===== src/sv/sfr16_pkg.sv =====
// Shared types, constants and the CRC-16 byte update for the frame receiver.
// No dependencies.
`timescale 1ns / 1ps
package sfr16_pkg;

   localparam int CsrAddrWidth = 3;
   localparam int CsrDataWidth = 32;

   localparam logic [7:0]  HdrFirst  = 8'h55;
   localparam logic [7:0]  HdrSecond = 8'hAA;
   localparam logic [7:0]  CrcBypass = 8'hEE;
   localparam logic [15:0] CrcPoly   = 16'h8408;

   typedef enum logic [2:0] {
      PH_HUNT1 = 3'd0,
      PH_HUNT2 = 3'd1,
      PH_CMD   = 3'd2,
      PH_LENH  = 3'd3,
      PH_LENL  = 3'd4,
      PH_DATA  = 3'd5,
      PH_CRCH  = 3'd6,
      PH_CRCL  = 3'd7
   } phase_type;

   typedef enum logic [1:0] {
      ST_OK       = 2'd0,
      ST_BYPASS   = 2'd1,
      ST_CRC_ERR  = 2'd2,
      ST_CMD_MISS = 2'd3
   } status_type;

   typedef enum logic {
      KIND_PAYLOAD = 1'b0,
      KIND_VERDICT = 1'b1
   } kind_type;

   // Register index, taken from paddr[2]
   typedef enum logic {
      REG_CHECK_COMMAND    = 1'b0,
      REG_EXPECTED_COMMAND = 1'b1
   } reg_index_type;

   // Reflected CRC-16, one byte folded in, eight bit steps unrolled
   function automatic logic [15:0] crc_fold(input logic [15:0] crc, input logic [7:0] data);
      logic [15:0] c;
      c = crc ^ {8'h00, data};
      for (int k = 0; k < 8; k++) begin
         c = c[0] ? ((c >> 1) ^ CrcPoly) : (c >> 1);
      end
      return c;
   endfunction

endpackage


===== src/sv/sfr16_if.sv =====
// Valid/ready channel interfaces for the frame receiver: input bytes and results.
// No dependencies.
`timescale 1ns / 1ps
interface sfr16_req_if;
   logic       valid;
   logic       ready;
   logic [7:0] rx_byte;

   modport source (output valid, output rx_byte, input ready);
   modport sink   (input valid, input rx_byte, output ready);
endinterface

interface sfr16_rsp_if;
   logic        valid;
   logic        ready;
   logic        out_kind;
   logic [7:0]  payload_byte;
   logic [7:0]  frame_command;
   logic [15:0] frame_length;
   logic [1:0]  frame_status;
   logic        last;

   modport source (output valid, output out_kind, output payload_byte, output frame_command,
                   output frame_length, output frame_status, output last, input ready);
   modport sink   (input valid, input out_kind, input payload_byte, input frame_command,
                   input frame_length, input frame_status, input last, output ready);
endinterface


===== src/sv/sync_frame_receiver_crc16_top.sv =====
// Header/length/CRC-16 frame receiver: deframes a byte stream, emits payload and verdicts.
// Depends on sfr16_pkg and the channel interfaces in sfr16_if.sv.
//
//   channel | dir | transfer when          | payload
//   req_ch  | in  | valid & ready          | rx_byte
//   rsp_ch  | out | valid & ready          | kind, byte, command, length, status, last
//   csr     | in  | psel&penable&pwrite    | check_command @0x0, expected_command @0x4
//
// One byte per cycle while not stalled: each byte is decoded, and payload bytes folded into
// the CRC, in its transfer cycle; any result lands in the output register at the next edge.
// The output register holds a stalled result; req_ch.ready is low only while that
// register is full and rsp_ch.ready is low.
// Synchronous reset returns to header hunt and empties the output register.
`timescale 1ns / 1ps
module sync_frame_receiver_crc16_top (
   input  logic                                clock,
   input  logic                                reset,
   sfr16_req_if.sink                           req_ch,
   sfr16_rsp_if.source                         rsp_ch,
   input  logic                                psel,
   input  logic                                penable,
   input  logic                                pwrite,
   input  logic [sfr16_pkg::CsrAddrWidth-1:0]  paddr,
   input  logic [sfr16_pkg::CsrDataWidth-1:0]  pwdata,
   output logic [sfr16_pkg::CsrDataWidth-1:0]  prdata,
   output logic                                pready
);
   import sfr16_pkg::*;

   // configuration
   logic       check_command_ff;
   logic [7:0] expected_command_ff;
   logic       csr_write;
   reg_index_type csr_index;

   // frame state
   phase_type   phase_ff, phase_in;
   logic [7:0]  cmd_hold_ff, cmd_hold_in;
   logic [15:0] len_hold_ff, len_hold_in;
   logic [15:0] bytes_left_ff, bytes_left_in;
   logic [15:0] crc_run_ff, crc_run_in;
   logic [7:0]  crc_high_ff, crc_high_in;

   // result
   logic        res_fire;
   kind_type    res_kind;
   logic [7:0]  res_byte;
   status_type  res_status;
   logic [15:0] rx_crc;

   logic        rsp_valid_ff, rsp_valid_in;
   logic        rsp_kind_ff;
   logic [7:0]  rsp_byte_ff;
   logic [7:0]  rsp_cmd_ff;
   logic [15:0] rsp_len_ff;
   logic [1:0]  rsp_status_ff;

   logic        accept;
   logic [7:0]  b;

   assign b      = req_ch.rx_byte;
   assign req_ch.ready = !rsp_valid_ff || rsp_ch.ready;
   assign accept = req_ch.valid && req_ch.ready;

   // ---------------- configuration port ----------------
   assign pready    = 1'b1;
   assign csr_write = psel && penable && pwrite;
   assign csr_index = reg_index_type'(paddr[2]);

   always_ff @(posedge clock) begin
      if (reset) begin
         check_command_ff    <= 1'b0;
         expected_command_ff <= 8'h00;
      end else if (csr_write) begin
         case (csr_index)
            REG_CHECK_COMMAND:    check_command_ff    <= pwdata[0];
            REG_EXPECTED_COMMAND: expected_command_ff <= pwdata[7:0];
            default: ;
         endcase
      end
   end

   always_comb begin
      case (csr_index)
         REG_CHECK_COMMAND:    prdata = {{(CsrDataWidth-1){1'b0}}, check_command_ff};
         REG_EXPECTED_COMMAND: prdata = {{(CsrDataWidth-8){1'b0}}, expected_command_ff};
         default:              prdata = '0;
      endcase
   end

   // ---------------- next phase ----------------
   always_comb begin
      phase_in = phase_ff;
      case (phase_ff)
         PH_HUNT1: if (b == HdrFirst) phase_in = PH_HUNT2;
         PH_HUNT2: begin
            if (b == HdrSecond)     phase_in = PH_CMD;
            else if (b != HdrFirst) phase_in = PH_HUNT1;
         end
         PH_CMD:   phase_in = PH_LENH;
         PH_LENH:  phase_in = PH_LENL;
         PH_LENL:  phase_in = ({len_hold_ff[15:8], b} == 16'h0000) ? PH_CRCH : PH_DATA;
         PH_DATA:  if (bytes_left_ff == 16'h0001) phase_in = PH_CRCH;
         PH_CRCH:  phase_in = PH_CRCL;
         PH_CRCL:  phase_in = PH_HUNT1;
         default:  phase_in = PH_HUNT1;
      endcase
   end

   // ---------------- datapath and result ----------------
   assign rx_crc = {crc_high_ff, b};

   always_comb begin
      cmd_hold_in   = cmd_hold_ff;
      len_hold_in   = len_hold_ff;
      bytes_left_in = bytes_left_ff;
      crc_run_in    = crc_run_ff;
      crc_high_in   = crc_high_ff;
      res_fire      = 1'b0;
      res_kind      = KIND_PAYLOAD;
      res_byte      = 8'h00;
      res_status    = ST_OK;
      case (phase_ff)
         PH_CMD: begin
            cmd_hold_in = b;
            crc_run_in  = 16'h0000;
         end
         PH_LENH: len_hold_in = {b, 8'h00};
         PH_LENL: begin
            len_hold_in   = {len_hold_ff[15:8], b};
            bytes_left_in = {len_hold_ff[15:8], b};
         end
         PH_DATA: begin
            crc_run_in    = crc_fold(crc_run_ff, b);
            bytes_left_in = bytes_left_ff - 16'd1;
            res_fire      = 1'b1;
            res_byte      = b;
         end
         PH_CRCH: crc_high_in = b;
         PH_CRCL: begin
            res_fire = 1'b1;
            res_kind = KIND_VERDICT;
            if (crc_high_ff == CrcBypass && b == CrcBypass) res_status = ST_BYPASS;
            else if (rx_crc != crc_run_ff)                  res_status = ST_CRC_ERR;
            // command mismatch overrides any CRC outcome
            if (check_command_ff && cmd_hold_ff != expected_command_ff)
               res_status = ST_CMD_MISS;
         end
         default: ;
      endcase
   end

   always_ff @(posedge clock) begin
      if (reset) begin
         phase_ff <= PH_HUNT1;
      end else if (accept) begin
         phase_ff <= phase_in;
      end
   end

   always_ff @(posedge clock) begin
      if (accept) begin
         cmd_hold_ff   <= cmd_hold_in;
         len_hold_ff   <= len_hold_in;
         bytes_left_ff <= bytes_left_in;
         crc_run_ff    <= crc_run_in;
         crc_high_ff   <= crc_high_in;
      end
   end

   // ---------------- output register ----------------
   always_comb begin
      rsp_valid_in = rsp_valid_ff;
      if (accept)            rsp_valid_in = res_fire;
      else if (rsp_ch.ready) rsp_valid_in = 1'b0;
   end

   always_ff @(posedge clock) begin
      if (reset) begin
         rsp_valid_ff <= 1'b0;
      end else begin
         rsp_valid_ff <= rsp_valid_in;
      end
   end

   always_ff @(posedge clock) begin
      if (accept && res_fire) begin
         rsp_kind_ff   <= res_kind;
         rsp_byte_ff   <= res_byte;
         rsp_cmd_ff    <= cmd_hold_ff;
         rsp_len_ff    <= len_hold_ff;
         rsp_status_ff <= res_status;
      end
   end

   assign rsp_ch.valid         = rsp_valid_ff;
   assign rsp_ch.out_kind      = rsp_kind_ff;
   assign rsp_ch.payload_byte  = rsp_byte_ff;
   assign rsp_ch.frame_command = rsp_cmd_ff;
   assign rsp_ch.frame_length  = rsp_len_ff;
   assign rsp_ch.frame_status  = rsp_status_ff;
   assign rsp_ch.last          = rsp_kind_ff;

endmodule


===== src/flat_wrapper.sv =====
// flat-port wrapper written by rule: the top's interface ports become plain ports
module sync_frame_receiver_crc16_top_flat import sfr16_pkg::*;
  (clock, reset, psel, penable, pwrite, paddr, pwdata, prdata, pready, req_ch_valid, req_ch_rx_byte, req_ch_ready, rsp_ch_valid, rsp_ch_out_kind, rsp_ch_payload_byte, rsp_ch_frame_command, rsp_ch_frame_length, rsp_ch_frame_status, rsp_ch_last, rsp_ch_ready);
  sfr16_req_if req_ch_i ();
  sfr16_rsp_if rsp_ch_i ();
  input  logic clock;
  input  logic reset;
  input  logic psel;
  input  logic penable;
  input  logic pwrite;
  input  logic [sfr16_pkg::CsrAddrWidth-1:0] paddr;
  input  logic [sfr16_pkg::CsrDataWidth-1:0] pwdata;
  output logic [sfr16_pkg::CsrDataWidth-1:0] prdata;
  output logic pready;
  input wire logic [$bits(req_ch_i.valid)-1:0] req_ch_valid;
  input wire logic [$bits(req_ch_i.rx_byte)-1:0] req_ch_rx_byte;
  output wire logic [$bits(req_ch_i.ready)-1:0] req_ch_ready;
  output wire logic [$bits(rsp_ch_i.valid)-1:0] rsp_ch_valid;
  output wire logic [$bits(rsp_ch_i.out_kind)-1:0] rsp_ch_out_kind;
  output wire logic [$bits(rsp_ch_i.payload_byte)-1:0] rsp_ch_payload_byte;
  output wire logic [$bits(rsp_ch_i.frame_command)-1:0] rsp_ch_frame_command;
  output wire logic [$bits(rsp_ch_i.frame_length)-1:0] rsp_ch_frame_length;
  output wire logic [$bits(rsp_ch_i.frame_status)-1:0] rsp_ch_frame_status;
  output wire logic [$bits(rsp_ch_i.last)-1:0] rsp_ch_last;
  input wire logic [$bits(rsp_ch_i.ready)-1:0] rsp_ch_ready;
  assign req_ch_i.valid = req_ch_valid;
  assign req_ch_i.rx_byte = req_ch_rx_byte;
  assign req_ch_ready = req_ch_i.ready;
  assign rsp_ch_valid = rsp_ch_i.valid;
  assign rsp_ch_out_kind = rsp_ch_i.out_kind;
  assign rsp_ch_payload_byte = rsp_ch_i.payload_byte;
  assign rsp_ch_frame_command = rsp_ch_i.frame_command;
  assign rsp_ch_frame_length = rsp_ch_i.frame_length;
  assign rsp_ch_frame_status = rsp_ch_i.frame_status;
  assign rsp_ch_last = rsp_ch_i.last;
  assign rsp_ch_i.ready = rsp_ch_ready;
  sync_frame_receiver_crc16_top u_core (.clock(clock), .reset(reset), .req_ch(req_ch_i), .rsp_ch(rsp_ch_i), .psel(psel), .penable(penable), .pwrite(pwrite), .paddr(paddr), .pwdata(pwdata), .prdata(prdata), .pready(pready));
endmodule

===== config.mk =====
export PLATFORM = sky130hd
export DESIGN_NAME = sync_frame_receiver_crc16_top_flat
export DESIGN_NICKNAME = d
export VERILOG_FILES = /design/src/sv/sfr16_pkg.sv /design/src/sv/sfr16_if.sv /design/src/sv/sync_frame_receiver_crc16_top.sv /design/src/flat_wrapper.sv
export SDC_FILE = /design/constraint.sdc
export NUM_CORES = 1
export LEC_CHECK = 0
export ABC_AREA = 1
export BUFFER_PORTS_ARGS = -buffer_cell sky130_fd_sc_hd__buf_2
export CELL_PAD_IN_SITES_DETAIL_PLACEMENT = 0
export CELL_PAD_IN_SITES_GLOBAL_PLACEMENT = 2
export CORE_MARGIN = 5
export CORE_UTILIZATION = 33
export DETAILED_ROUTE_END_ITERATION = 8
export GPL_TIMING_DRIVEN = 0
export PLACE_DENSITY_LB_ADDON = 0.12
export SETUP_SLACK_MARGIN = 0.5
export SYNTH_ARGS = -nofsm -noshare
export SYNTH_HDL_FRONTEND = slang
export SYNTH_SLANG_ARGS = --single-unit

===== constraint.sdc =====
create_clock -name clock -period 3.7 [get_ports clock]
set_clock_uncertainty 0.1 [all_clocks]
set_input_delay 0.555 -clock clock [delete_from_list [all_inputs] [get_ports clock]]
set_output_delay 0.555 -clock clock [all_outputs]
set_load 0.01 [all_outputs]

# Word level (Yosys, flattened, before mapping)
# Index checks and enable logic that the tools add are counted.
dict set report totals {
  input_bits 50
  out_inout_bits 71
  elab_cells 94
  ff_bits 112
}
dict set report op_classes {
  bitwise 11
  n_reduce_logical 24
  eq_ne 18
  addsub 1
  mux 25
}
# cell count
set op_table {}
lappend op_table {{$mux W16} 8}
lappend op_table {{$pmux W16 S2} 3}
lappend op_table {{$pmux W32 S2} 1}
lappend op_table {{$eq A8 B8 Y1 const B} 3}
lappend op_table {{$not A2 Y3} 8}
lappend op_table {{$pmux W3 S8} 1}
lappend op_table {{$eq A16 B1 Y1 const B} 1}
lappend op_table {{$logic_not A16 Y1} 1}
lappend op_table {{$ne A16 B16 Y1} 1}
lappend op_table {{$sub A16 B1 Y16 const B} 1}
lappend op_table {{$xor A16 B8 Y16} 1}
lappend op_table {{$reduce_and A2 Y1} 7}
lappend op_table {{$eq A3 B3 Y1 const B} 4}
lappend op_table {{$mux W3} 4}
lappend op_table {{$eq A8 B7 Y1 const B} 1}
lappend op_table {{$mux W2} 4}
lappend op_table {{$ne A8 B7 Y1 const B} 1}
lappend op_table {{$ne A8 B8 Y1} 1}
lappend op_table {{$reduce_bool A2 Y1} 4}
lappend op_table {{$eq A3 B2 Y1 const B} 2}
lappend op_table {{$logic_and A1 B1 Y1} 6}
lappend op_table {{$mux W1} 4}
lappend op_table {{$ne A2 B1 Y1 const B} 2}
lappend op_table {{$reduce_and A4 Y1} 1}
lappend op_table {{other kinds (8)} 9}

# Depth between registers and ports, before layout
# Gate-level depths: netlist of run 1.
dict set report logic_depth {
  word_depth 18
  depth_mapped 11
  mapped_depth_nobuf 11
}

# Least setup slack after synthesis of run 1
# Ideal clock, no wire load.
dict set report synth_path {
  kind {input to register}
  start {input port rsp_ch_ready}
  end {register u_core.rsp_cmd_ff[0], in the netlist u_core.rsp_ch.frame_command[0] (enable)}
  n_path_buf 0
  setup_slack_ps 843
  setup_ps 423
  arrival_time_ps 2334
  t_required_ps 3177
  cell_stages 4
  cell_sequence {inv_1 a21oi_1 inv_1 nor3_2}
}
dict set report synth_between {
  elab_chain_len 3
}
# item line_no
set synth_rtl {}
lappend synth_rtl {{start: declaration} flat_wrapper.sv:25} ;# input wire logic [$bits(rsp_ch_i.ready)-1:0] rsp_ch_ready;
lappend synth_rtl {{$logic_or A1 B1 Y1} sync_frame_receiver_crc16_top.sv:62} ;# assign req_ch.ready = !rsp_valid_ff || rsp_ch.ready;
lappend synth_rtl {{$logic_and A1 B1 Y1} sync_frame_receiver_crc16_top.sv:63} ;# assign accept = req_ch.valid && req_ch.ready;
lappend synth_rtl {{$logic_and A1 B1 Y1} sync_frame_receiver_crc16_top.sv:187} ;# if (accept && res_fire) begin
lappend synth_rtl {{end signal: assignment} sync_frame_receiver_crc16_top.sv:190} ;# rsp_cmd_ff <= cmd_hold_ff;
lappend synth_rtl {{end: declaration} sync_frame_receiver_crc16_top.sv:54} ;# logic [7:0] rsp_cmd_ff;
# Every way passes these cells.
# A chain may end at the register's enable or synchronous reset.

# Final worst setup path of run 1
dict set report layout_path {
  start {register u_core.phase_ff[2]}
  end {register u_core.crc_run_ff[7] (enable)}
}
dict set report layout_between {
  elab_chain_len 3
  elab_cells_between_ends 4
  classes_between {eq/ne: 2; reduce/logical: 2}
}
# item line_no
set layout_rtl {}
lappend layout_rtl {{start: declaration} sync_frame_receiver_crc16_top.sv:37} ;# phase_type phase_ff, phase_in;
lappend layout_rtl {{start signal: assignment} sync_frame_receiver_crc16_top.sv:157} ;# phase_ff <= phase_in;
lappend layout_rtl {{$eq A3 B2 Y1 or $eq A3 B3 Y1 (tied branches)} sync_frame_receiver_crc16_top.sv:123} ;# case (phase_ff)
lappend layout_rtl {{$reduce_bool A2 Y1 (no line) (*)} -}
lappend layout_rtl {{$reduce_and A2 Y1 (no line) (*)} -}
lappend layout_rtl {{end signal: assignment} sync_frame_receiver_crc16_top.sv:166} ;# crc_run_ff <= crc_run_in;
lappend layout_rtl {{end: declaration} sync_frame_receiver_crc16_top.sv:41} ;# logic [15:0] crc_run_ff, crc_run_in;
# Every way passes the cells marked *; elsewhere a longest branch is shown, timed or not.

==> impl_metrics.json, run 1 <==
{
  "grt_pass1_vias": 3679,
  "period_needed_ns": 2.27,
  "path_buf_inv": 4,
  "cap_violations": 0,
  "cp_slowest_cell": "a21oi_2",
  "grt_overflow": 0,
  "hold_viol": 0,
  "finalCritPeriodShare_pct": 61.3,
  "status": "finished, final reports clean",
  "antenna_found_initial": 0,
  "vias_per_cell": 4.38,
  "grt_pass1_wl_um": 20500,
  "dieHeight_um": 138,
  "max_slew.worst_pin.slew_ns": 0.890,
  "ctsResizeCount": 0,
  "ant_nets": 0,
  "synth_compound_area_share_pct": 5.40,
  "final_core_util_pct": 40.3,
  "numPortBuffers": 68,
  "crit_family": "buffers and inverters",
  "yosys.area.top_type": "edfxtp_1",
  "synth_common_cells": "123 x nand2_1, 99 x edfxtp_1, 96 x nor2_1, 62 x inv_1, 28 x buf_4",
  "synth-adder-area-share_pct": 0.465,
  "p_seq_share_pct": 53.9,
  "muxShareOfSynthArea_pct": 0,
  "yosys-top-cells-area": "edfxtp_1 55%, nand2_1 8.6%, nor2_1 6.7%, dfxtp_1 4.8%, inv_1 4.3%",
  "synth_cell_types": 31,
  "num_vias": 3901,
  "p_comb_share_pct": 4.7,
  "synth_top_family_by_area": "simple AND/OR/NAND/NOR gates",
  "powerDensity_nw_per_um2": 393,
  "clk_latency_ns": 0.36,
  "grt_setup_unrepaired": "false",
  "cts_buffers": 9,
  "ys.flop_type": "edfxtp_1",
  "setup.worst_path.end_class": "register",
  "finalMaxSlewViolations": 0,
  "wire_per_inst_um": 14.8,
  "syn_inst": 565,
  "drt_iter0_drc": 291,
  "clock_sinks": 112,
  "clockBufferDepth": 2,
  "p_int_mw": 1.95,
  "nNetsFinal": 721,
  "num_rows": 46,
  "min_path_type": "register to register",
  "dieArea_um2": 19000,
  "start_util_pct": 33.7,
  "cts_tree": "built",
  "path_cells": "inv_2 -> nor2_4 -> inv_2 -> buf_2 -> a21oi_2 -> buf_6",
  "synth_edf_count": 99,
  "synth_top_cell_area_share_pct": 55.3,
  "htreeDepth": 3,
  "syn_area_um2": 5380,
  "crit_top_cell": "inv_2",
  "start_kind": "register",
  "async_flop_share_pct": 0,
  "die_w_um": 138,
  "area_growth_pct": 19.5,
  "synthSimpleGateAreaFrac_pct": 21.1,
  "drc": 0,
  "gp_congestion": 0.787,
  "grt_start_max_net_pins": 24,
  "place_area_um2": 6110,
  "p_sw_mw": 0.576,
  "yosysSeqAreaShare_pct": 60.1,
  "setup_viol": 0,
  "drive_gt1_share_pct": 22.0,
  "p_leak_nw": 2.71,
  "slew_headroom_pct": 40.6,
  "finalPower_mw": 2.53,
  "synth_xor_area_share_pct": 3.56,
  "fillerInstances": 1603,
  "stdcell_area_um2": 6430,
  "syn_avg_cell_area_um2": 9.52,
  "clk_pin_slew_worst_paths_ns": 0.07,
  "slowest_delay_ns": 0.50,
  "core-area_um2": 15900,
  "cts_hold_buf": 0,
  "critPathKind": "register to register",
  "wirelength_um": 13200,
  "worst-path-max-fanout": 10,
  "post_cts.repair.setup_buffers": 0,
  "cts-root-buf": "clkbuf_16",
  "ir_drop_mv": 0.235,
  "cp_data_required_time_ns": 3.67,
  "synth_warnings": 0,
  "pwr-share-clk_pct": 41.3,
  "switching_share_pct": 22.8,
  "diodes": 0,
  "max_freq_mhz": 441,
  "setup-tns-final_ns": 0,
  "synth_seq_cells": 112,
  "drtPass1Iterations": 4,
  "grt_usage_pct": 14.5,
  "io-pin-count": 121,
  "crit_arrival_ns": 2.23,
  "yosysMostFrequentCell": "nand2_1",
  "post-dp-hpwl_um": 9860
}
logic make-up after synthesis:
group	count (synthesis)
other cells	2
simple gates	270
flops	112
fa+ha+maj	2
xor+xnor	21
buf+inv	103
compound gates	55
power by group through the flow:
stage / logic [mW] / clock network [mW] / registers (mW)
after floorplan: 0.0755 / 0 / 1.39
after global placement: 0.118 / 0 / 1.39
after detailed placement: 0.119 / 0 / 1.39
after CTS: 0.120 / 1.07 / 1.36
after global routing: 0.134 / 1.12 / 1.36
final: 0.119 / 1.04 / 1.36
layout by cell type (no fill, tap or decap), drive strengths merged:
cell / count
dfxtp: 13
a21oi: 23
clkinv: 1
xnor2: 11
o21a: 1
ha: 2
nand2: 129
conb: 25
nor4: 2
nand3: 19
nand4: 5
a22oi: 1
xor2: 10
clkbuf: 10
buf: 104
inv: 73
bufinv: 1
a211oi: 4
or2: 7
edfxtp: 99
nor2: 104
nor3: 4
o21ai: 26
final timing paths:
| kind | startpoint | end | slack [ns] | depth (start not counted) |
|---|---|---|---|---|
| hold reg to reg | u_core.len_hold_ff[4] | u_core.rsp_ch.frame_length[4] | 0.32 | 0 |
| setup reg to reg | u_core.phase_ff[2] | u_core.crc_run_ff[7] | 1.43 | 6 |
| setup / recovery | u_core.phase_ff[2] | u_core.crc_run_ff[7] | 1.43 | 6 |
| hold / removal | u_core.len_hold_ff[4] | u_core.rsp_ch.frame_length[4] | 0.32 | 0 |
layer usage:
metal,wire [um],vias to the layer above,track usage [%],share of wire [%]
met2,5970,96,22.1,45
met5,0,-,0,0
li1,-,1994,-,-
met3,782,11,2.85,5.9
met4,135,0,4.32,1.0
met1,6290,1800,20.7,48
final cells by class:
type | count | area [um^2] | area share, %
plain buffers | 35 | 244 | 3.79
clock buffers | 9 | 225 | 3.50
clock inverters | 7 | 90.1 | 1.40
inverters | 68 | 255 | 3.97
multi-input cells | 373 | 1750 | 27.1
flip-flops and latches | 112 | 3230 | 50.3
well taps | 216 | 270 | 4.20
repair buffers | 70 | 367 | 5.70
through the flow:
step           instances  hold slack, ns  worst slack, ns
6_report             890           0.320             1.43
5_1_grt              890           0.327             1.29
4_1_cts              890           0.321             1.40
3_5_place_dp         874           0.305             1.10
3_3_place_gp         872           0.303           0.0338
2_1_floorplan        588           0.300            0.843
state kept, by name (all words and copies together), names as in the netlist:
register / flops
u_core.bytes_left_ff: 16
u_core.check_command_ff: 1
u_core.cmd_hold_ff: 8
u_core.crc_high_ff: 8
u_core.crc_run_ff: 16
u_core.expected_command_ff: 8
u_core.len_hold_ff: 16
u_core.phase_ff: 3
u_core.rsp_ch.frame_command: 8
u_core.rsp_ch.frame_length: 16
u_core.rsp_ch.frame_status: 2
u_core.rsp_ch.last: 1
u_core.rsp_ch.payload_byte: 8
u_core.rsp_ch.valid: 1
Power figures use the tool's default switching activity.
==> run 2, diff against run 1 <==
CORE_UTILIZATION = 30   (was 33)
clock period = 2 ns   (was 3.7 ns; I/O delays follow)
==> impl_metrics.json, run 2 (same netlist as run 1, synthesis figures left out) <==
{
  "drc": 0,
  "start_util_pct": 30.3,
  "setup_viol": 0,
  "finalPower_mw": 4.54,
  "min_to": "u_core.expected_command_ff[0]",
  "drtPass1Iterations": 4,
  "pwr-share-clk_pct": 38.8,
  "hold_viol": 0,
  "slew_headroom_pct": 65.4,
  "ant_nets": 0,
  "finalMaxSlewViolations": 0,
  "r2r-end": "u_core.bytes_left_ff[13]",
  "p_int_mw": 3.48,
  "dieArea_um2": 20700,
  "post-dp-hpwl_um": 10000,
  "finalCritPeriodShare_pct": 84.9,
  "status": "finished, final reports clean",
  "clk_latency_ns": 0.36,
  "start_kind": "register",
  "cp_data_required_time_ns": 2.01,
  "num_vias": 4106,
  "area_growth_pct": 36.8,
  "grt_start_max_net_pins": 20,
  "min_path_type": "input pin to register",
  "vias_per_cell": 4.32,
  "core-area_um2": 17800,
  "max_slew.worst_pin.slew_ns": 0.519,
  "place_area_um2": 6160,
  "die_w_um": 144,
  "grt_usage_pct": 14.1,
  "r2r_setup_slack_ns": 0.30,
  "wirelength_um": 14600,
  "hold-path-cell-count": 2,
  "grt_pass1_vias": 3928,
  "worst-path-max-fanout": 6,
  "clock_sinks": 112,
  "stdcell_area_um2": 7360,
  "antenna_found_initial": 0,
  "clockBufferDepth": 2,
  "switching_share_pct": 23.2,
  "grt_pass1_wl_um": 22000,
  "setup-tns-final_ns": 0,
  "p_leak_nw": 3.07,
  "grt_overflow": 0,
  "r2r-start": "u_core.bytes_left_ff[4]",
  "critPathKind": "register to register",
  "io-pin-count": 121,
  "setup.worst_path.end_class": "register",
  "drive_gt1_share_pct": 34.1,
  "gp_congestion": 0.845,
  "final_common_cell": "nand2_1",
  "mostFrequentLayoutCells": "115 x nand2_1, 99 x edfxtp_1, 84 x nor2_1",
  "drt_iter0_drc": 253,
  "min_from": "reset",
  "ir_drop_mv": 0.387,
  "cts_tree": "built",
  "p_sw_mw": 1.05,
  "num_rows": 49,
  "period_needed_ns": 1.70,
  "fillerInstances": 1772,
  "diodes": 0,
  "wire_per_inst_um": 15.4,
  "reg2regPathDepth": 7,
  "grt_setup_unrepaired": "true",
  "p_seq_share_pct": 55.5,
  "cts_buffers": 9,
  "crit_arrival_ns": 1.71,
  "htreeDepth": 3,
  "cts-root-buf": "clkbuf_16",
  "powerDensity_nw_per_um2": 617,
  "dieHeight_um": 144,
  "max_freq_mhz": 589,
  "nNetsFinal": 768,
  "cap_violations": 0,
  "numPortBuffers": 68,
  "clk_pin_slew_worst_paths_ns": 0.08,
  "p_comb_share_pct": 5.8
}
==> run 2: cell count changes in the layout (fill, tap and decap cells not counted), sizes merged <==
cell,previous run,this run
buf,104,149
clkbuf,10,13
inv,73,71
bufinv,1,0
clkinv,1,2
clkinvlp,0,1
==> run 2: per-layer routing <==
metal / track usage, % / wire (um) / vias to the layer above
met2: 22.3 / 6840 / 109
met3: 2.40 / 766 / 14
met4: 4.21 / 212 / 0
li1: - / - / 2091
met5: 0 / 0 / -
met1: 19.8 / 6780 / 1892
==> run 2: repair_timing <==
item	4_1_cts	5_1_grt
buffers inserted	34	9
hold buffers	0	0
cloned	2	2
endpoints found under the setup margin	152	112
pin swaps	17	26
resized for setup	59	60
hold endpoints to repair	0	0
==> run 2: cell type report <==
class	instances	area (um^2)	share of cell area, %
clock inverter	6	51.3	0.697
multi-input combinational	373	2030	27.5
inverter	68	285	3.88
buffer	35	292	3.96
clock buffer	10	229	3.11
tap	229	287	3.89
timing repair buffer	117	946	12.9
sequential	112	3250	44.1
==> run 2: how the worst max path moves through the flow <==
stage,slack [ns],to,cells past startpoint,from
CTS,0.27,u_core.bytes_left_ff[13],7,u_core.bytes_left_ff[4]
finish,0.30,u_core.bytes_left_ff[13],7,u_core.bytes_left_ff[4]
floorplan,-0.03,u_core.rsp_ch.frame_command[0],3,u_core.rsp_ch.valid
global route,0.22,u_core.bytes_left_ff[13],7,u_core.bytes_left_ff[4]
detailed placement,-0.52,u_core.crc_run_ff[3],5,u_core.phase_ff[2]
global placement,-0.60,u_core.rsp_ch.payload_byte[7],5,rsp_ch_ready
==> run 2: power by group through the flow <==
stage	clock network (mW)	logic [mW]	registers, mW
final	1.76	0.262	2.52
after detailed placement	0	0.223	2.57
after CTS	1.81	0.248	2.52
after floorplan	0	0.143	2.57
after global routing	1.89	0.289	2.52
after global placement	0	0.222	2.57
==> run 2: per-stage QoR <==
step                worst slack [ns]  hold WS, ns  instances  util (%)
finish                         0.302       0.0716        950      41.4
global route                   0.224       0.0771        950      41.4
CTS                            0.266       0.0677        939      39.5
detailed placement            -0.520        0.305        887      34.6
global placement              -0.604        0.307        885      34.4
floorplan                    -0.0264        0.278        588         -
==> run 2: worst max-delay path: stages (launching register included) <==
cell and delay (ns):
edfxtp_1 0.45, or2_1 0.29, nor2_4 0.13, nand2_4 0.08, nor2_4 0.16, nand4_1 0.11
nand3_1 0.08, nand2_1 0.05
